## src/sv/aes_cbc_field_cipher_top_macros.svh

```systemverilog
// Assertion macros for the AES-CBC field cipher.
// Included by the top level; the bodies are empty when SYNTHESIS is defined.
`ifndef AES_CBC_FIELD_CIPHER_TOP_MACROS_SVH
`define AES_CBC_FIELD_CIPHER_TOP_MACROS_SVH
`ifndef SYNTHESIS
`define ACFC_ASSERT_IMP(lbl, clk, rst, ante, cons) \
   lbl: assert property (@(posedge clk) disable iff (rst) (ante) |-> (cons)) \
      else $error("acfc: same-cycle check failed");
`define ACFC_ASSERT_NXT(lbl, clk, rst, ante, cons) \
   lbl: assert property (@(posedge clk) disable iff (rst) (ante) |=> (cons)) \
      else $error("acfc: next-cycle check failed");
`else
`define ACFC_ASSERT_IMP(lbl, clk, rst, ante, cons)
`define ACFC_ASSERT_NXT(lbl, clk, rst, ante, cons)
`endif
`endif

```

## src/sv/acfc_pkg.sv

```systemverilog
// Shared types, constants and AES/CRC helper functions for the field cipher.
// No dependencies; used by all acfc modules.
`default_nettype none
package acfc_pkg;

   localparam logic [11:0] MAX_FIELD_BYTES = 12'd2048;
   localparam logic [31:0] CRC_POLY        = 32'hEDB88320;

   // register indexes on the csr port
   localparam logic [2:0] CSR_KEY_WORD0 = 3'd0;
   localparam logic [2:0] CSR_KEY_WORD1 = 3'd1;
   localparam logic [2:0] CSR_KEY_WORD2 = 3'd2;
   localparam logic [2:0] CSR_KEY_WORD3 = 3'd3;
   localparam logic [2:0] CSR_KEY_SIZE  = 3'd4;

   // controller to datapath
   typedef struct packed {
      logic       load;
      logic       crc_step;
      logic [2:0] crc_idx;
      logic       add_first;
      logic       round;
      logic       last_round;
      logic       finish;
   } cmd_type;

   // datapath to controller
   typedef struct packed {
      logic out_busy;
   } status_type;

   localparam logic [0:255][7:0] SBOX = {
      128'h637c777bf26b6fc53001672bfed7ab76, 128'hca82c97dfa5947f0add4a2af9ca472c0,
      128'hb7fd9326363ff7cc34a5e5f171d83115, 128'h04c723c31896059a071280e2eb27b275,
      128'h09832c1a1b6e5aa0523bd6b329e32f84, 128'h53d100ed20fcb15b6acbbe394a4c58cf,
      128'hd0efaafb434d338545f9027f503c9fa8, 128'h51a3408f929d38f5bcb6da2110fff3d2,
      128'hcd0c13ec5f974417c4a77e3d645d1973, 128'h60814fdc222a908846eeb814de5e0bdb,
      128'he0323a0a4906245cc2d3ac629195e479, 128'he7c8376d8dd54ea96c56f4ea657aae08,
      128'hba78252e1ca6b4c6e8dd741f4bbd8b8a, 128'h703eb5664803f60e613557b986c11d9e,
      128'he1f8981169d98e949b1e87e9ce5528df, 128'h8ca1890dbfe6426841992d0fb054bb16};

   localparam logic [0:255][7:0] INV_SBOX = {
      128'h52096ad53036a538bf40a39e81f3d7fb, 128'h7ce339829b2fff87348e4344c4dee9cb,
      128'h547b9432a6c2233dee4c950b42fac34e, 128'h082ea16628d924b2765ba2496d8bd125,
      128'h72f8f66486689816d4a45ccc5d65b692, 128'h6c704850fdedb9da5e154657a78d9d84,
      128'h90d8ab008cbcd30af7e45805b8b34506, 128'hd02c1e8fca3f0f02c1afbd0301138a6b,
      128'h3a9111414f67dcea97f2cfcef0b4e673, 128'h96ac7422e7ad3585e2f937e81c75df6e,
      128'h47f11a711d29c5896fb7620eaa18be1b, 128'hfc563e4bc6d279209adbc0fe78cd5af4,
      128'h1fdda8338807c731b11210592780ec5f, 128'h60517fa919b54a0d2de57a9f93c99cef,
      128'ha0e03b4dae2af5b0c8ebbb3c83539961, 128'h172b047eba77d626e169146355210c7d};

   localparam logic [0:10][7:0] RCON = {
      8'h00, 8'h01, 8'h02, 8'h04, 8'h08, 8'h10, 8'h20, 8'h40, 8'h80, 8'h1b, 8'h36};

   function automatic logic [7:0] xt(input logic [7:0] a);
      return {a[6:0], 1'b0} ^ (a[7] ? 8'h1b : 8'h00);
   endfunction

   // inverse mix coefficients: 0 -> 0e, 1 -> 0b, 2 -> 0d, 3 -> 09
   function automatic logic [7:0] gm_inv(input logic [7:0] a, input logic [1:0] sel);
      logic [7:0] x2, x4, x8, r;
      x2 = xt(a);
      x4 = xt(x2);
      x8 = xt(x4);
      unique case (sel)
         2'd0:    r = x8 ^ x4 ^ x2;
         2'd1:    r = x8 ^ x2 ^ a;
         2'd2:    r = x8 ^ x4 ^ a;
         default: r = x8 ^ a;
      endcase
      return r;
   endfunction

   function automatic logic [31:0] sub_word(input logic [31:0] w);
      return {SBOX[w[31:24]], SBOX[w[23:16]], SBOX[w[15:8]], SBOX[w[7:0]]};
   endfunction

   function automatic logic [127:0] sub_bytes(input logic [127:0] s);
      logic [127:0] r;
      for (int i = 0; i < 16; i++) r[127-8*i -: 8] = SBOX[s[127-8*i -: 8]];
      return r;
   endfunction

   function automatic logic [127:0] inv_sub_bytes(input logic [127:0] s);
      logic [127:0] r;
      for (int i = 0; i < 16; i++) r[127-8*i -: 8] = INV_SBOX[s[127-8*i -: 8]];
      return r;
   endfunction

   // byte r+4c of the state sits at bits 127-8*(r+4c)
   function automatic logic [127:0] shift_rows(input logic [127:0] s, input logic inv);
      logic [127:0] r;
      for (int ro = 0; ro < 4; ro++) begin
         for (int c = 0; c < 4; c++) begin
            if (inv) r[127-8*(ro+4*c) -: 8] = s[127-8*(ro+4*((c+4-ro)&3)) -: 8];
            else     r[127-8*(ro+4*c) -: 8] = s[127-8*(ro+4*((c+ro)&3)) -: 8];
         end
      end
      return r;
   endfunction

   function automatic logic [127:0] mix_cols(input logic [127:0] s);
      logic [127:0] r;
      logic [7:0]   a0, a1, a2, a3;
      for (int c = 0; c < 4; c++) begin
         a0 = s[127-32*c -: 8];
         a1 = s[119-32*c -: 8];
         a2 = s[111-32*c -: 8];
         a3 = s[103-32*c -: 8];
         r[127-32*c -: 8] = xt(a0) ^ xt(a1) ^ a1 ^ a2 ^ a3;
         r[119-32*c -: 8] = a0 ^ xt(a1) ^ xt(a2) ^ a2 ^ a3;
         r[111-32*c -: 8] = a0 ^ a1 ^ xt(a2) ^ xt(a3) ^ a3;
         r[103-32*c -: 8] = xt(a0) ^ a0 ^ a1 ^ a2 ^ xt(a3);
      end
      return r;
   endfunction

   function automatic logic [127:0] inv_mix_cols(input logic [127:0] s);
      logic [127:0] r;
      logic [7:0]   acc;
      for (int c = 0; c < 4; c++) begin
         for (int ro = 0; ro < 4; ro++) begin
            acc = 8'h00;
            for (int j = 0; j < 4; j++)
               acc = acc ^ gm_inv(s[127-8*(4*c+j) -: 8], 2'((j + 4 - ro) & 3));
            r[127-8*(4*c+ro) -: 8] = acc;
         end
      end
      return r;
   endfunction

   // reflected CRC-32, one byte
   function automatic logic [31:0] crc_byte(input logic [31:0] c, input logic [7:0] b);
      logic [31:0] x;
      x = c ^ {24'd0, b};
      for (int k = 0; k < 8; k++) x = (x >> 1) ^ (x[0] ? CRC_POLY : 32'd0);
      return x;
   endfunction

endpackage
`default_nettype wire

```

## src/sv/acfc_ctrl.sv

```systemverilog
// Controller state machine: sequences CRC passes, key add and cipher rounds.
// Depends on acfc_pkg; drives acfc_datapath and the round key read address.
`default_nettype none
module acfc_ctrl (
   input  wire logic                 clock,
   input  wire logic                 reset,
   input  wire logic                 req_tvalid,
   output logic                      req_tready,
   input  wire logic                 in_mode,
   input  wire logic                 kx_busy,
   input  wire logic [3:0]           nr,
   input  wire acfc_pkg::status_type status,
   output acfc_pkg::cmd_type         cmd,
   output logic      [3:0]           rk_addr
);
   import acfc_pkg::*;

   typedef enum logic [5:0] {
      S_IDLE  = 6'b000001,
      S_CRC   = 6'b000010,
      S_KEY0  = 6'b000100,
      S_ADDK  = 6'b001000,
      S_ROUND = 6'b010000,
      S_DONE  = 6'b100000
   } state_type;

   state_type  state_ff, state_in;
   logic [2:0] cnt_ff, cnt_in;
   logic [3:0] rnd_ff, rnd_in;
   logic       dec_ff, dec_in;
   logic       fin;

   assign req_tready = (state_ff == S_IDLE) && !kx_busy;
   assign fin        = dec_ff ? (rnd_ff == 4'd0) : (rnd_ff == nr);

   always_comb begin
      state_in = state_ff;
      cnt_in   = cnt_ff;
      rnd_in   = rnd_ff;
      dec_in   = dec_ff;
      cmd      = '0;
      rk_addr  = 4'd0;
      unique case (state_ff)
         S_IDLE: begin
            if (req_tvalid && req_tready) begin
               cmd.load = 1'b1;
               dec_in   = in_mode;
               cnt_in   = 3'd0;
               state_in = in_mode ? S_KEY0 : S_CRC;
            end
         end
         S_CRC: begin
            cmd.crc_step = 1'b1;
            cmd.crc_idx  = cnt_ff;
            cnt_in       = cnt_ff + 3'd1;
            if (cnt_ff == 3'd7) state_in = dec_ff ? S_DONE : S_KEY0;
         end
         S_KEY0: begin
            rk_addr  = dec_ff ? nr : 4'd0;
            state_in = S_ADDK;
         end
         S_ADDK: begin
            cmd.add_first = 1'b1;
            rk_addr       = dec_ff ? (nr - 4'd1) : 4'd1;
            rnd_in        = rk_addr;
            state_in      = S_ROUND;
         end
         S_ROUND: begin
            cmd.round      = 1'b1;
            cmd.last_round = fin;
            rk_addr        = dec_ff ? (rnd_ff - 4'd1) : (rnd_ff + 4'd1);
            rnd_in         = rk_addr;
            if (fin) begin
               cnt_in   = 3'd0;
               state_in = dec_ff ? S_CRC : S_DONE;
            end
         end
         S_DONE: begin
            if (!status.out_busy) begin
               cmd.finish = 1'b1;
               state_in   = S_IDLE;
            end
         end
         default: state_in = S_IDLE;
      endcase
   end

   always_ff @(posedge clock) begin
      if (reset) begin
         state_ff <= S_IDLE;
         cnt_ff   <= 3'd0;
         rnd_ff   <= 4'd0;
         dec_ff   <= 1'b0;
      end else begin
         state_ff <= state_in;
         cnt_ff   <= cnt_in;
         rnd_ff   <= rnd_in;
         dec_ff   <= dec_in;
      end
   end

endmodule
`default_nettype wire

```

## config.mk

```make
export PLATFORM = sky130hd
export DESIGN_NAME = acfc_ctrl
export DESIGN_NICKNAME = d
export VERILOG_FILES = /design/src/sv/aes_cbc_field_cipher_top_macros.svh /design/src/sv/acfc_pkg.sv /design/src/sv/acfc_ctrl.sv
export SDC_FILE = /design/constraint.sdc
export NUM_CORES = 1
export LEC_CHECK = 0
export ABC_AREA = 1
export BUFFER_PORTS_ARGS = -buffer_cell sky130_fd_sc_hd__clkbuf_2
export CORE_ASPECT_RATIO = 0.7
export CORE_UTILIZATION = 54
export DETAILED_ROUTE_END_ITERATION = 8
export GPL_ROUTABILITY_DRIVEN = 0
export PLACE_DENSITY = 0.79
export SLEW_MARGIN = 0
export SYNTH_ARGS = -nofsm -noshare
export SYNTH_HDL_FRONTEND = slang
export SYNTH_SLANG_ARGS = --single-unit
```

## constraint.sdc

```tcl
create_clock -name clock -period 1.65 [get_ports clock]
set_input_delay 0.33 -clock clock [delete_from_list [all_inputs] [get_ports clock]]
set_output_delay 0.33 -clock clock [all_outputs]
set_load 0.005 [all_outputs]
```

Yosys cells after proc, flatten, opt, wreduce, memory -nomap -nowiden
Cells that the tools add are included.
Word-level totals
  bits in registers: 14
  bits of input ports: 10
  output and inout bits: 14
  logic and storage cells: 53
Operators by class
  add/sub/neg operators: 4
  eq/ne operators: 12
  mux-type cells: 24
  reductions and logical operators: 9
Operator list (number)
  6-bit 2-to-1 mux: 6
  6-bit one-hot mux with 6 select lines: 1
  4-bit 2-to-1 mux: 4
  4-bit one-hot mux with 3 select lines: 1
  3-bit 2-to-1 mux: 3
  3-bit one-hot mux with 3 select lines: 1
  4-bit one-hot mux with 2 select lines: 1
  4-bit by 1-bit subtractor with 4-bit output, second input constant: 2
  6-bit by 1-bit equality test with 1-bit output, second input constant: 1
  6-bit by 2-bit equality test with 1-bit output, second input constant: 1
  6-bit by 3-bit equality test with 1-bit output, second input constant: 1
  6-bit by 4-bit equality test with 1-bit output, second input constant: 1
  6-bit by 5-bit equality test with 1-bit output, second input constant: 1
  6-bit equality test, second input constant: 1
  1-bit 2-to-1 mux: 6
  2-bit inequality test, second input constant: 3
  4-bit by 1-bit adder with 4-bit output, second input constant: 1
  4-bit equality test: 1
  4-bit zero test: 1
  4-bit AND reduction: 1
  3-bit by 1-bit adder with 3-bit output, second input constant: 1
  3-bit equality test, second input constant: 1
  3-bit AND reduction: 1
  3-bit nonzero test: 1
  other kinds (6): 7

Depth between registers and ports, before layout
  word-level depth: 5
  depth in mapped cells: 11
  gate-level depth less buffers: 11

Worst setup path before layout
No wires, ideal clock.
  kind: flip-flop to output port
  start point: reg rnd_ff[0]
  end point: out rk_addr[2]
  arrival time: 1193 ps
  data required time: 1320 ps
  path slack: 127 ps
  stages on the path, launching flop included: 6
  buffers on the path: 0
  path through: dfxtp_1 > fa_1 > xnor2_1 > o21ai_0 > nand2_1 > o21ai_0
On the way
  longest elaborated chain between the ends: 3
  elaborated cells between the ends (all ways): 4
  classes of those cells: 2 x add/sub; 2 x mux
RTL lines
  start, declared: line acfc_ctrl.sv:29  | logic [3:0] rnd_ff, rnd_in;
  start signal, assigned: line acfc_ctrl.sv:97  | rnd_ff <= rnd_in;
  4-bit by 1-bit adder with 4-bit output or 4-bit by 1-bit subtractor with 4-bit output (tied branches): line acfc_ctrl.sv:71  | rk_addr = dec_ff ? (rnd_ff - 4'd1) : (rnd_ff + 4'd1);
  4-bit 2-to-1 mux *: line acfc_ctrl.sv:71
  4-bit one-hot mux with 3 select lines *: line acfc_ctrl.sv:43  | unique case (state_ff)
  end, declared: line acfc_ctrl.sv:14  | output logic [3:0] rk_addr
Every way passes the cells marked *; elsewhere a longest branch is shown, timed or not.

Worst setup path after layout
  start point: reg state_ff[1]
  end point: out rk_addr[0]
On the way
  longest elaborated chain between the ends: 2
  elaborated cells between the ends (all ways): 4
  classes of those cells: 3 x eq/ne; 1 x mux
RTL lines
  start, declared: line acfc_ctrl.sv:27  | state_type state_ff, state_in;
  start signal, assigned: line acfc_ctrl.sv:95  | state_ff <= state_in;
  6-bit by 5-bit equality test with 1-bit output, or another cell as far along: line acfc_ctrl.sv:43
  4-bit one-hot mux with 3 select lines *: line acfc_ctrl.sv:43
Marked as above.

==> summary.md <==
| Metric | Value |
|---|---|
| Vias in the first global route | 1303 |
| Total power draw | 1.52 mW |
| Vias per inst | 6.09 |
| Leakage | 0.849 nW |
| Most common cell after layout, fill and taps aside | sky130_fd_sc_hd__buf_4 |
| Worst setup path class | flip-flop to output pin |
| Total of endpoints with negative setup slack in the final report | 12 |
| Register bit total from synthesis | 14 |
| Max Root-Sink Buffers | 2 |
| First-pass GRT wire length | 6.08 mm |
| Sum of net half-perimeters after detailed placement | 2.41 mm |
| Layout cell share with drive strength beyond 1 | 0.481 |
| Min-delay worst type | primary input to flip-flop |
| Number of distinct library cells after synthesis | 30 |
| Post-Syn Area | 0.00116 mm² |
| Drt first pass iters | 7 |
| I/O pin count | 24 |
| Most frequent cells in the layout | 30 x sky130_fd_sc_hd__buf_4, 27 x sky130_fd_sc_hd__nand2_1, 26 x sky130_fd_sc_hd__inv_1 |
| Remaining antenna violation count | 0 |
| Worst EP required | 1.32 ns |
| CP Max Fanout | 3 |
| Fin. max-slew vios | 0 |
| Maximum number of pins on one net before global-route repair | 10 |
| Floorplan Core Area | 0.00194 mm² |
| Global route total overflow | 0 |
| Highest clock rate | 0.514 GHz |
| Port Buf Inserts | 23 |
| Total inserted antenna cells | 0 |
| CTS root buf | sky130_fd_sc_hd__clkbuf_4 |
| Result of the run | finished, violations left |
| Fraction of the yosys area taken by sequential cells | 0.242 |
| Arrival time at the worst endpoint | 1.61 ns |
| Critical Path End Type | output pin |
| DRC Markers | 0 |
| Final hold viol count | 0 |
| Headroom to the max-slew limit | 0.827 |
| Clock tree from TritonCTS | done |
| Overall routing resource usage | 0.366 |
| Syn Inst Count | 177 |
| Post-Route WL | 4.67 mm |
| Die Footprint | 0.00234 mm² |
| Syn_nets | 193 |
| Number of buffers added to fix hold violations after cts | 0 |
| Depth of the CTS H-tree | 1 |
| Startpoint types | flip-flop |
| Worst-Skew Late Latency | 0.28 ns |
| Antenna violations before repair | 0 |
| Worst Hold Slack | 0.321 ns |
| Setup repair after global routing missed its margin | yes |
| Total negative setup slack | -1.67 ns |
| Failing checks | negative setup slack |
| Worst IR Drop VDD | 0.743 mV |
| Max cap viols | 0 |
| Site Rows | 13 |
| Final period demand of the worst path | 1.94 ns |
| Measured slew at the worst slew-check pin | 0.258 ns |
| PD cells | 887 mW/mm² |
| Die Y-Extent | 40.8 µm |
| Starting density of the core | 0.599 |
| Clk slew on worst S/H paths | 0.08 ns |
| Horizontal die dimension | 57.4 µm |
| Final worst path period share | 1.18 |
| Largest clock skew in the final design | 0.00149 ns |
| Layout overhead on the synthesized area | 48.2% |
| Clock sink total | 14 |
| Total via count in the routed design | 1565 |
| Number of warnings printed during yosys synthesis | 0 |
| Worst setup margin | -0.294 ns |
| Clock buffer count from CTS | 3 |
| Number of DRC markers after the initial detailed-route iteration | 157 |
| Average wire per standard cell | 18.2 µm |
| Final-stage net count | 253 |
| Mean instance size in the synthesized netlist | 6.55 µm² |
==> area by class of cell <==
| cell class | instances | area, µm² |
|---|---|---|
| Timing Repair Buffer | 57 | 385 |
| Multi-Input combinational cell | 126 | 840 |
| Fill cell | 91 | 216 |
| Sequential cell | 14 | 303 |
| Clock buffer | 3 | 22.5 |
| Inverter | 35 | 141 |
| Tap cell | 22 | 27.5 |
==> Yosys cell counts (all sizes together) <==
cell / n / share of area
o21ai: 9 / 0.042
a31oi: 1 / 0.0054
o22ai: 2 / 0.011
nand4: 5 / 0.027
nand2: 37 / 0.13
xnor2: 1 / 0.0076
dfxtp: 14 / 0.24
o221ai: 1 / 0.0076
inv: 33 / 0.11
xor2: 2 / 0.015
o211ai: 2 / 0.013
nor2: 32 / 0.13
ha: 5 / 0.054
nand3: 14 / 0.10
nor3: 3 / 0.017
buf: 2 / 0.011
a21oi: 11 / 0.047
fa: 1 / 0.017
clkinv: 2 / 0.0086
==> worst max-delay path, cell delays in order (launching register included) <==
cell and delay [ns]:
sky130_fd_sc_hd__dfxtp_4 0.37, sky130_fd_sc_hd__nor2_4 0.17, sky130_fd_sc_hd__nand4_1 0.18, sky130_fd_sc_hd__inv_2 0.11
sky130_fd_sc_hd__nand2_1 0.06, sky130_fd_sc_hd__o21ai_0 0.10, sky130_fd_sc_hd__inv_1 0.12, sky130_fd_sc_hd__o21ai_2 0.09
sky130_fd_sc_hd__clkbuf_2 0.13
==> per-layer routing <==
| layer | routed length (µm) | global-route usage | vias to the layer above | share of wire |
|---|---|---|---|---|
| met5 | 0 | 0 | - | 0 |
| met4 | 259 | 0.152 | 0 | 0.055 |
| met3 | 602 | 0.104 | 40 | 0.13 |
| met2 | 2050 | 0.613 | 149 | 0.44 |
| met1 | 1760 | 0.455 | 690 | 0.38 |
| li1 | - | - | 686 | - |
==> through the flow <==
stage	setup slack [ns]	std cells	utilization	instance area [µm²]
global route	-0.348	257	0.888	1720
detailed placement	-0.0914	232	0.713	1380
global placement	0.0240	232	0.713	1380
floorplan	0.127	177	-	1160
finish	-0.294	257	0.888	1720
CTS	-0.258	246	0.811	1570
==> state kept, by name (all words and copies together) (netlist names) <==
name	count
dec_ff	1
rnd_ff	4
cnt_ff	3
state_ff	6
==> worst paths after layout <==
path	start	end	slack, ns	cells past startpoint
worst min register to register	cnt_ff[0]$_SDFFE_PP0P_	cnt_ff[0]$_SDFFE_PP0P_	0.54	2
worst max register to register	state_ff[3]$_SDFFE_PP0P_	state_ff[1]$_SDFFE_PP0P_	-0.03	9
worst max-delay path	state_ff[1]$_SDFFE_PP0P_	rk_addr[0]	-0.29	8
worst min-delay path	in_mode	dec_ff$_SDFFE_PP0P_	0.32	3
==> logic make-up (layout without fill, tap and decap cells) <==
| family | Yosys count | in the layout | share of synthesized area |
|---|---|---|---|
| compound gates | 26 | 26 | 0.126 |
| simple gates | 91 | 91 | 0.412 |
| fa+ha+maj | 6 | 6 | 0.0712 |
| buf+inv | 37 | 95 | 0.126 |
| xor+xnor | 3 | 3 | 0.0227 |
| flops | 14 | 14 | 0.242 |
==> where the power goes <==
part           leakage (nW)  internal (mW)  switching [mW]
Sequential            0.119          0.394          0.0634
Clock                0.0138         0.0849           0.114
Combinational         0.716          0.384           0.484
Total                 0.849          0.863           0.661
==> what timing repair did <==
action,4_1_cts,5_1_grt
cloned,0,0
setup endpoints to repair,7,15
gates resized for setup,29,26
endpoints found under the hold margin,0,0
setup buffers,11,12
pin swaps,13,15
Power figures use the tool's default switching activity.
