===== src/sv/aes_cbc_field_cipher_top_macros.svh =====
// Assertion macros for the AES-CBC field cipher.
// Included by the top level; the bodies are empty when SYNTHESIS is defined.
`ifndef AES_CBC_FIELD_CIPHER_TOP_MACROS_SVH
`define AES_CBC_FIELD_CIPHER_TOP_MACROS_SVH
`ifndef SYNTHESIS
`define ACFC_ASSERT_IMP(lbl, clk, rst, ante, cons) \
   lbl: assert property (@(posedge clk) disable iff (rst) (ante) |-> (cons)) \
      else $error("acfc: same-cycle check failed");
`define ACFC_ASSERT_NXT(lbl, clk, rst, ante, cons) \
   lbl: assert property (@(posedge clk) disable iff (rst) (ante) |=> (cons)) \
      else $error("acfc: next-cycle check failed");
`else
`define ACFC_ASSERT_IMP(lbl, clk, rst, ante, cons)
`define ACFC_ASSERT_NXT(lbl, clk, rst, ante, cons)
`endif
`endif


===== src/sv/acfc_pkg.sv =====
// Shared types, constants and AES/CRC helper functions for the field cipher.
// No dependencies; used by all acfc modules.
`default_nettype none
package acfc_pkg;

   localparam logic [11:0] MAX_FIELD_BYTES = 12'd2048;
   localparam logic [31:0] CRC_POLY        = 32'hEDB88320;

   // register indexes on the csr port
   localparam logic [2:0] CSR_KEY_WORD0 = 3'd0;
   localparam logic [2:0] CSR_KEY_WORD1 = 3'd1;
   localparam logic [2:0] CSR_KEY_WORD2 = 3'd2;
   localparam logic [2:0] CSR_KEY_WORD3 = 3'd3;
   localparam logic [2:0] CSR_KEY_SIZE  = 3'd4;

   // controller to datapath
   typedef struct packed {
      logic       load;
      logic       crc_step;
      logic [2:0] crc_idx;
      logic       add_first;
      logic       round;
      logic       last_round;
      logic       finish;
   } cmd_type;

   // datapath to controller
   typedef struct packed {
      logic out_busy;
   } status_type;

   localparam logic [0:255][7:0] SBOX = {
      128'h637c777bf26b6fc53001672bfed7ab76, 128'hca82c97dfa5947f0add4a2af9ca472c0,
      128'hb7fd9326363ff7cc34a5e5f171d83115, 128'h04c723c31896059a071280e2eb27b275,
      128'h09832c1a1b6e5aa0523bd6b329e32f84, 128'h53d100ed20fcb15b6acbbe394a4c58cf,
      128'hd0efaafb434d338545f9027f503c9fa8, 128'h51a3408f929d38f5bcb6da2110fff3d2,
      128'hcd0c13ec5f974417c4a77e3d645d1973, 128'h60814fdc222a908846eeb814de5e0bdb,
      128'he0323a0a4906245cc2d3ac629195e479, 128'he7c8376d8dd54ea96c56f4ea657aae08,
      128'hba78252e1ca6b4c6e8dd741f4bbd8b8a, 128'h703eb5664803f60e613557b986c11d9e,
      128'he1f8981169d98e949b1e87e9ce5528df, 128'h8ca1890dbfe6426841992d0fb054bb16};

   localparam logic [0:255][7:0] INV_SBOX = {
      128'h52096ad53036a538bf40a39e81f3d7fb, 128'h7ce339829b2fff87348e4344c4dee9cb,
      128'h547b9432a6c2233dee4c950b42fac34e, 128'h082ea16628d924b2765ba2496d8bd125,
      128'h72f8f66486689816d4a45ccc5d65b692, 128'h6c704850fdedb9da5e154657a78d9d84,
      128'h90d8ab008cbcd30af7e45805b8b34506, 128'hd02c1e8fca3f0f02c1afbd0301138a6b,
      128'h3a9111414f67dcea97f2cfcef0b4e673, 128'h96ac7422e7ad3585e2f937e81c75df6e,
      128'h47f11a711d29c5896fb7620eaa18be1b, 128'hfc563e4bc6d279209adbc0fe78cd5af4,
      128'h1fdda8338807c731b11210592780ec5f, 128'h60517fa919b54a0d2de57a9f93c99cef,
      128'ha0e03b4dae2af5b0c8ebbb3c83539961, 128'h172b047eba77d626e169146355210c7d};

   localparam logic [0:10][7:0] RCON = {
      8'h00, 8'h01, 8'h02, 8'h04, 8'h08, 8'h10, 8'h20, 8'h40, 8'h80, 8'h1b, 8'h36};

   function automatic logic [7:0] xt(input logic [7:0] a);
      return {a[6:0], 1'b0} ^ (a[7] ? 8'h1b : 8'h00);
   endfunction

   // inverse mix coefficients: 0 -> 0e, 1 -> 0b, 2 -> 0d, 3 -> 09
   function automatic logic [7:0] gm_inv(input logic [7:0] a, input logic [1:0] sel);
      logic [7:0] x2, x4, x8, r;
      x2 = xt(a);
      x4 = xt(x2);
      x8 = xt(x4);
      unique case (sel)
         2'd0:    r = x8 ^ x4 ^ x2;
         2'd1:    r = x8 ^ x2 ^ a;
         2'd2:    r = x8 ^ x4 ^ a;
         default: r = x8 ^ a;
      endcase
      return r;
   endfunction

   function automatic logic [31:0] sub_word(input logic [31:0] w);
      return {SBOX[w[31:24]], SBOX[w[23:16]], SBOX[w[15:8]], SBOX[w[7:0]]};
   endfunction

   function automatic logic [127:0] sub_bytes(input logic [127:0] s);
      logic [127:0] r;
      for (int i = 0; i < 16; i++) r[127-8*i -: 8] = SBOX[s[127-8*i -: 8]];
      return r;
   endfunction

   function automatic logic [127:0] inv_sub_bytes(input logic [127:0] s);
      logic [127:0] r;
      for (int i = 0; i < 16; i++) r[127-8*i -: 8] = INV_SBOX[s[127-8*i -: 8]];
      return r;
   endfunction

   // byte r+4c of the state sits at bits 127-8*(r+4c)
   function automatic logic [127:0] shift_rows(input logic [127:0] s, input logic inv);
      logic [127:0] r;
      for (int ro = 0; ro < 4; ro++) begin
         for (int c = 0; c < 4; c++) begin
            if (inv) r[127-8*(ro+4*c) -: 8] = s[127-8*(ro+4*((c+4-ro)&3)) -: 8];
            else     r[127-8*(ro+4*c) -: 8] = s[127-8*(ro+4*((c+ro)&3)) -: 8];
         end
      end
      return r;
   endfunction

   function automatic logic [127:0] mix_cols(input logic [127:0] s);
      logic [127:0] r;
      logic [7:0]   a0, a1, a2, a3;
      for (int c = 0; c < 4; c++) begin
         a0 = s[127-32*c -: 8];
         a1 = s[119-32*c -: 8];
         a2 = s[111-32*c -: 8];
         a3 = s[103-32*c -: 8];
         r[127-32*c -: 8] = xt(a0) ^ xt(a1) ^ a1 ^ a2 ^ a3;
         r[119-32*c -: 8] = a0 ^ xt(a1) ^ xt(a2) ^ a2 ^ a3;
         r[111-32*c -: 8] = a0 ^ a1 ^ xt(a2) ^ xt(a3) ^ a3;
         r[103-32*c -: 8] = xt(a0) ^ a0 ^ a1 ^ a2 ^ xt(a3);
      end
      return r;
   endfunction

   function automatic logic [127:0] inv_mix_cols(input logic [127:0] s);
      logic [127:0] r;
      logic [7:0]   acc;
      for (int c = 0; c < 4; c++) begin
         for (int ro = 0; ro < 4; ro++) begin
            acc = 8'h00;
            for (int j = 0; j < 4; j++)
               acc = acc ^ gm_inv(s[127-8*(4*c+j) -: 8], 2'((j + 4 - ro) & 3));
            r[127-8*(4*c+ro) -: 8] = acc;
         end
      end
      return r;
   endfunction

   // reflected CRC-32, one byte
   function automatic logic [31:0] crc_byte(input logic [31:0] c, input logic [7:0] b);
      logic [31:0] x;
      x = c ^ {24'd0, b};
      for (int k = 0; k < 8; k++) x = (x >> 1) ^ (x[0] ? CRC_POLY : 32'd0);
      return x;
   endfunction

endpackage
`default_nettype wire


===== src/sv/acfc_keyexp.sv =====
// Key registers, key expansion sequencer and round key memory.
// Depends on acfc_pkg. One expanded word per cycle, one 128-bit row per round.
`default_nettype none
module acfc_keyexp (
   input  wire logic         clock,
   input  wire logic         reset,
   input  wire logic         csr_we,
   input  wire logic [2:0]   csr_index,
   input  wire logic [63:0]  csr_wdata,
   input  wire logic [3:0]   rk_addr,
   output logic      [127:0] rk_data,
   output logic      [3:0]   nr,
   output logic              busy
);
   import acfc_pkg::*;

   logic [63:0]  key_ff [4];
   logic [63:0]  key_in [4];
   logic [1:0]   ks_ff, ks_in;
   logic         busy_ff, busy_in;
   logic [5:0]   i_ff, i_in;
   logic [2:0]   j_ff, j_in;
   logic [3:0]   rc_ff, rc_in;
   logic [31:0]  win_ff [8];
   logic [31:0]  win_in [8];
   logic [95:0]  stage_ff, stage_in;
   logic [127:0] rk_ff;
   logic [127:0] rk_mem [15];

   logic [1:0]   ks_eff;
   logic [3:0]   nk;
   logic [5:0]   last_i;
   logic [255:0] key256;
   logic [31:0]  t, new_word;
   logic         csr_hit;

   assign ks_eff = (ks_ff == 2'd3) ? 2'd2 : ks_ff;
   assign nk     = 4'd4 + {1'b0, ks_eff, 1'b0};
   assign nr     = 4'd10 + {1'b0, ks_eff, 1'b0};
   assign last_i = {nr, 2'b11};
   assign key256 = {key_ff[0], key_ff[1], key_ff[2], key_ff[3]};
   assign busy   = busy_ff;
   assign csr_hit = csr_we && (csr_index <= CSR_KEY_SIZE);

   // next expanded word
   always_comb begin
      t = win_ff[0];
      if (j_ff == 3'd0) t = sub_word({t[23:0], t[31:24]}) ^ {RCON[rc_ff], 24'd0};
      else if (nk == 4'd8 && j_ff == 3'd4) t = sub_word(t);
      if (i_ff < {2'b00, nk}) new_word = key256[255-32*i_ff[2:0] -: 32];
      else                    new_word = win_ff[3'(nk - 4'd1)] ^ t;
   end

   // sequencer and register writes
   always_comb begin
      key_in   = key_ff;
      ks_in    = ks_ff;
      busy_in  = busy_ff;
      i_in     = i_ff;
      j_in     = j_ff;
      rc_in    = rc_ff;
      win_in   = win_ff;
      stage_in = stage_ff;
      if (busy_ff) begin
         win_in[0] = new_word;
         for (int k = 1; k < 8; k++) win_in[k] = win_ff[k-1];
         stage_in = {stage_ff[63:0], new_word};
         i_in     = i_ff + 6'd1;
         if ({1'b0, j_ff} == nk - 4'd1) begin
            j_in  = 3'd0;
            rc_in = rc_ff + 4'd1;
         end else begin
            j_in = j_ff + 3'd1;
         end
         if (i_ff == last_i) busy_in = 1'b0;
      end
      if (csr_hit) begin
         if (csr_index == CSR_KEY_SIZE) ks_in = csr_wdata[1:0];
         else key_in[csr_index[1:0]] = csr_wdata;
         busy_in = 1'b1;
         i_in    = 6'd0;
         j_in    = 3'd0;
         rc_in   = 4'd0;
      end
   end

   always_ff @(posedge clock) begin
      if (reset) begin
         for (int k = 0; k < 4; k++) key_ff[k] <= 64'd0;
         ks_ff   <= 2'd0;
         busy_ff <= 1'b1;
         i_ff    <= 6'd0;
         j_ff    <= 3'd0;
         rc_ff   <= 4'd0;
      end else begin
         key_ff  <= key_in;
         ks_ff   <= ks_in;
         busy_ff <= busy_in;
         i_ff    <= i_in;
         j_ff    <= j_in;
         rc_ff   <= rc_in;
      end
   end

   always_ff @(posedge clock) begin
      win_ff   <= win_in;
      stage_ff <= stage_in;
   end

   // round key memory: row written when its fourth word is produced
   always_ff @(posedge clock) begin
      if (busy_ff && !csr_hit && i_ff[1:0] == 2'b11)
         rk_mem[i_ff[5:2]] <= {stage_ff, new_word};
      rk_ff <= rk_mem[rk_addr];
   end

   assign rk_data = rk_ff;

endmodule
`default_nettype wire


===== config.mk =====
export PLATFORM = sky130hd
export DESIGN_NAME = acfc_keyexp
export DESIGN_NICKNAME = d
export VERILOG_FILES = /design/src/sv/aes_cbc_field_cipher_top_macros.svh /design/src/sv/acfc_pkg.sv /design/src/sv/acfc_keyexp.sv
export SDC_FILE = /design/constraint.sdc
export NUM_CORES = 2
export LEC_CHECK = 0
export ABC_CLOCK_PERIOD_IN_PS = 21800
export BUFFER_PORTS_ARGS = -buffer_cell sky130_fd_sc_hd__buf_2
export CAP_MARGIN = 10
export CORE_MARGIN = 2
export CORE_UTILIZATION = 25
export DETAILED_ROUTE_END_ITERATION = 12
export PLACE_DENSITY_LB_ADDON = 0.1
export SKIP_CTS_REPAIR_TIMING = 1
export SYNTH_ARGS = -nofsm -noshare
export SYNTH_HDL_FRONTEND = slang
export SYNTH_SLANG_ARGS = --single-unit

===== constraint.sdc =====
create_clock -name clock -period 21.8 [get_ports clock]
set_clock_uncertainty 0.05 [all_clocks]
set_input_delay 2.18 -clock clock [delete_from_list [all_inputs] [get_ports clock]]
set_output_delay 2.18 -clock clock [all_outputs]
set_load 0.005 [all_outputs]

Word level (Yosys, flattened, before mapping)
Memories as Yosys holds them, arrays and structs flattened. A register that Yosys moved wholly into a read port is not among the register bits.
Index checks and enable logic that the tools add are counted.

word-level totals
  register bits = 624
  bits in latches = 0
  RAM bits = 1920
  memory bits (read-only) = 8320
  bits of input ports = 74
  output and inout port bits = 133
  word-level logic and storage cells = 95
  memories kept = 6

memory list
  name             depth  bits a word  read ports  clocked after Yosys merged registers in  write ports  RTL line           source
  (no name shown)  256    8            1           0                                        0            acfc_pkg.sv:75     return {SBOX[w[31:24]], SBOX[w[23:16]], SBOX[w[15:8]], SBOX[w[7:0]]};
  (no name shown)  256    8            1           0                                        0            acfc_pkg.sv:75
  (no name shown)  256    8            1           0                                        0            acfc_pkg.sv:75
  (no name shown)  256    8            1           0                                        0            acfc_pkg.sv:75
  rk_mem           15     128          1           1                                        1            acfc_keyexp.sv:28  logic [127:0] rk_mem [15];
  (no name shown)  16     8            1           0                                        0            acfc_keyexp.sv:48  if (j_ff == 3'd0) t = sub_word({t[23:0], t[31:24]}) ^ {RCON[rc_ff], 24'd0};

cells by class
  $add $sub $neg = 7
  $mul = 0
  divide/modulo/power cells = 0
  order comparisons = 10
  equal/unequal tests = 7
  shifts and indexed selects = 1
  multiplexer cells = 25
  bitwise logic cells = 10
  reduce and logical (&&, ||, !) cells = 11

operator list
  kind                                             number
  indexed part select 287 x 33 -> 32 bit           1
  bitwise mux 256 bit                              1
  2-to-1 mux 32 bit                                5
  demux 64 bit (select 2 bit)                      1
  binary-select mux 32 bit (select 3 bit)          1
  2-to-1 mux 8 bit                                 10
  2-to-1 mux 64 bit                                1
  bitwise XOR 32 bit                               2
  >= comparator 9 bit, second input constant       4
  NOT 8 -> 9 bit                                   4
  subtractor 8 x 8 -> 9 bit, first input constant  1
  adder 6 x 1 -> 6 bit, second input constant      1
  equality test 3 bit, second input constant       2
  equality test 6 bit                              1
  < comparator 6 x 4 -> 1 bit                      1
  AND reduction 2 bit                              3
  >= comparator 5 bit, second input constant       1
  logical AND 1 bit                                5
  NOT 4 -> 5 bit                                   1
  adder 3 x 3 -> 4 bit, first input constant       1
  adder 4 x 1 -> 4 bit, second input constant      1
  adder 4 x 3 -> 4 bit, first input constant       1
  equality test 2 bit, second input constant       2
  equality test 3 x 4 -> 1 bit                     1
  other kinds (16)                                 19

Logic depth before layout (Yosys ltp)
  depth in word-level cells = 10
  depth in mapped cells = 14
  depth with buffers taken out = 10

Least setup slack after synthesis
OpenSTA, ideal clock, no wires.

  kind = reg2reg
  start = register busy_ff (netlist: busy)
  end = memory rk_mem[4][0] (enable)
  library setup time = 0.929 ns
  data arrival time = 18.943 ns
  required time = 20.821 ns
  slack = 1.878 ns
  stages on the path, launching flop included = 6
  buffers on the path = 1
  clock period less this slack = 19.922 ns
  cells stage by stage = dfxtp_1 clkbuf_1 nand2_1 a21oi_1 nand2_1 nor4_1

between the ends
  cells in the longest elaborated chain, start to end = 4

ends and longest elaborated chain
  what                                    RTL line            source
  from (decl)                             acfc_keyexp.sv:20   logic busy_ff, busy_in;
  from (signal assigned)                  acfc_keyexp.sv:98   busy_ff <= busy_in;
  logical AND 1 bit (2 in series)         acfc_keyexp.sv:112  if (busy_ff && !csr_hit && i_ff[1:0] == 2'b11)
  2-to-1 mux 1 bit                        acfc_keyexp.sv:112
  2-to-1 mux 1 bit (implied by the code)  acfc_keyexp.sv:113  rk_mem[i_ff[5:2]] <= {stage_ff, new_word};
  to (decl)                               acfc_keyexp.sv:28

No other way between the ends.

Final worst setup path
  start = register win_ff[242] in the netlist's numbering
  end = memory rk_mem[4][31] (data pin)

between the ends
  cells in the longest elaborated chain, start to end = 8

ends and longest elaborated chain
  what                                  RTL line            source
  from (decl)                           acfc_keyexp.sv:24   logic [31:0] win_ff [8];
  from (signal assigned)                acfc_keyexp.sv:106  win_ff <= win_in;
  NOT 8 -> 9 bit (implied by the code)  acfc_pkg.sv:75
  memory (256 x 8 bit)                  --
  2-to-1 mux 8 bit (2 in series)        --
  bitwise XOR 32 bit                    acfc_keyexp.sv:48
  2-to-1 mux 32 bit                     acfc_keyexp.sv:48
  bitwise XOR 32 bit                    acfc_keyexp.sv:51   else new_word = win_ff[3'(nk - 4'd1)] ^ t;
  2-to-1 mux 32 bit                     acfc_keyexp.sv:50   if (i_ff < {2'b00, nk}) new_word = key256[255-32*i_ff[2:0] -: 32];
  net new_word[31]                      acfc_keyexp.sv:34   logic [31:0] t, new_word;

The timed path passes the listed nets, and every way through them passes these cells. The select of a mux whose other input is x is not followed.

==> flow_metrics.py <==
metrics = {
    "run": {
        "max_cap_viol_count": 0,
    },
    "cells_and_area": {
        "stdcell_count": 13600,
        "finalCoreUtilization_pct": 29.1,
        "fin_nets": 7594,
        "drive_above_1_share_pct": 20.2,
        "area_growth_pct": 16.1,
    },
    "timing": {
        "period_needed_ns": 6.30,
        "final-max-slew-violation-count": 0,
        "setup_ws_ns": 15.50,
        "slew_headroom_pct": 16.5,
        "clock.fmax_mhz": 159,
        "finalCritPeriodShare_pct": 28.9,
        "rsz0062_at_grt": "false",
        "tightest_slew_ns": 1.24,
        "finalSetupViolCount": 0,
        "hold_violations": 0,
        "tns_ns": 0,
    },
    "synthesis": {
        "ys_ff_latch": 2576,
        "synth-edff-count": 2176,
        "synthArstFlopShare_pct": 0,
        "synth_top_area_share_pct": 59.1,
        "synthTopCellsByArea": "edfxtp_1, mux4_2, dfxtp_1, nand2_1, a21oi_1",
        "synth_largest_area_cell": "edfxtp_1",
        "synth_flop_cell": "edfxtp_1",
        "synthTopCellsByCount": "edfxtp_1, nand2_1, mux4_2, a21oi_1, dfxtp_1",
        "syn-cell-area_sq_um": 110000,
        "yosysSeqAreaShare_pct": 66.4,
        "synth_cell_types": 98,
        "syn_inst": 7344,
        "avgSynthCellArea_sq_um": 15.0,
        "yosys_warnings": 0,
        "yosysMostFrequentCell": "edfxtp_1",
        "syn_nets": 7486,
    },
    "cts": {
        "cts-buffers-inserted": 309,
        "cts_buffer_depth": 4,
        "clkLatencyLatePin_ns": 0.92,
        "cts-root-buf": "clkbuf_16",
        "clock_sinks": 2576,
        "cts.htree.levels": 5,
        "clkTransAtPathRegs_ns": 0.06,
        "cts_tree": "built",
    },
    "power": {
        "ir_drop_mv": 0.0558,
        "power_mw": 11.6,
        "p_leak_nw": 41.4,
        "power.density_nw_per_um2": 90.6,
    },
    "worst_setup_path": {
        "worstSetupStartpoint": "win_ff[242]$_DFFE_PP_",
        "crit_type": "register to register",
        "crit_required_ns": 22.21,
        "cp-end-kind": "register",
        "cp.arrival_ns": 6.71,
        "reg2reg_from": "win_ff[242]$_DFFE_PP_",
        "reg2regPathDepth": 10,
        "start_kind": "register",
        "path_max_fanout": 60,
    },
    "worst_hold_path": {
        "hp-class": "register to register",
        "hold_start": "win_ff[41]$_DFFE_PP_",
        "hold_path_depth": 0,
    },
    "drt": {
        "dr_wl_met2_um": 184000,
        "num_vias": 67600,
        "remaining_drc_errors": 0,
        "wl_met1_um": 178000,
        "wire_per_inst_um": 28.7,
        "drt-total-wl_um": 392000,
        "met3_length_um": 20300,
        "drt-pass1-iter-count": 6,
        "top_layer": "met5",
        "drtIter0Drc": 6419,
        "ant_nets": 0,
        "vias_per_cell": 4.96,
    },
    "grt": {
        "overflow": 0,
        "grt_pass1_vias": 68900,
        "grt_pass1_wl_um": 550000,
        "grt_max_degree": 145,
        "antenna_found_initial": 52,
        "grtUsageTotal_pct": 17.1,
    },
    "outcome": {
        "status": "finished clean",
    },
    "placed_design": {
        "dp.cells": 13000,
        "post-place-ws_ns": 14.58,
        "port_buffers": 204,
        "place_hpwl_um": 227000,
        "gp_congestion": 0.882,
    },
    "floorplanning": {
        "dieHeight_um": 669,
        "ios": 207,
        "core_area_sq_um": 441000,
        "start_util_pct": 25.1,
        "fp-row-count": 244,
        "dieWidth_um": 669,
        "die_area_sq_um": 447000,
    },
}
==> path summary, 6_finish.rpt <==
path	endpoint	slack, ns
min	win_ff[9]$_DFFE_PP_	0.37
max	rk_mem[4][31]$_DFFE_PP_	15.50
min reg2reg	win_ff[9]$_DFFE_PP_	0.37
max reg2reg	rk_mem[4][31]$_DFFE_PP_	15.50
==> routing by layer <==
layer	vias up	GRT usage, %
li1	29200	-
met4	14	4.11
met3	513	2.65
met5	-	0
met1	35800	23.9
met2	2076	27.7
==> cells by family (layout without fill, tap and decap cells) <==
| group | count (synthesis) | count (layout) | share of synthesized area [%] |
|---|---|---|---|
| compound gates | 1474 | 1474 | 8.64 |
| xor+xnor | 30 | 30 | 0.238 |
| fa+ha+maj | 68 | 68 | 0.770 |
| buf+inv | 654 | 1014 | 2.45 |
| flops | 2576 | 2576 | 66.4 |
| mux | 832 | 832 | 14.2 |
| other cells | 2 | 16 | 0.00680 |
| simple gates | 1708 | 1708 | 7.27 |
==> worst max-delay path, stage by stage, from the launching register on <==
cell and delay (ns):
edfxtp_1 0.99, buf_4 0.67, buf_4 0.55, nand2b_1 0.56
a31oi_1 0.20, a2111oi_0 0.68, o22ai_1 0.37, a2111oi_0 0.57
a311oi_2 0.15, and3_1 0.22, or3_1 0.74
==> final cells by class <==
cell class	instances	area, sq um
clock inverters	130	1290
well taps	5904	7390
multi-input cells	4114	34700
fillers	44200	313000
repair buffers	396	2710
clock buffers	433	8620
inverters	55	206
flip-flops and latches	2576	73400
diodes	14	35.0
==> state kept, by name, indices dropped and copies added, names as in the netlist <==
signal    cells
busy          1
i_ff          6
j_ff          3
key256      256
ks_ff         2
rc_ff         4
rk_data     128
rk_mem     1920
stage_ff      2
win_ff      254
==> power by group <==
group          switching (mW)  leakage [nW]  internal (mW)  total, mW
Clock                    2.10          4.85           2.95       5.05
Combinational           0.668          12.4          0.351       1.02
Sequential              0.118          24.1           5.44       5.55
==> cell usage in the layout (no fill, tap or decap), types with 36 or more instances in the layout <==
cell type / count
clkbuf_16: 312
nand3_1: 97
dfxtp_1: 394
clkinv_1: 39
nand2_1: 822
o211ai_1: 72
a311oi_1: 57
buf_2: 199
edfxtp_1: 2176
clkbuf_8: 36
nor2_1: 192
ha_1: 68
a211oi_1: 91
a21oi_1: 482
buf_4: 176
mux4_2: 590
nor2b_1: 143
o21ai_0: 294
nor3_1: 98
clkbuf_1: 85
nand2b_1: 102
inv_1: 42
clkinv_2: 47
a31oi_1: 64
mux2i_1: 223
==> metrics by stage <==
stage                     hold WS, ns  instance area (sq um)
after floorplan                 0.350                 110000
after global placement          0.352                 118000
after detailed placement        0.355                 118000
after CTS                       0.368                 128000
after global routing            0.370                 128000
final                           0.366                 128000
No activity file was read; power rests on OpenSTA's default activity.
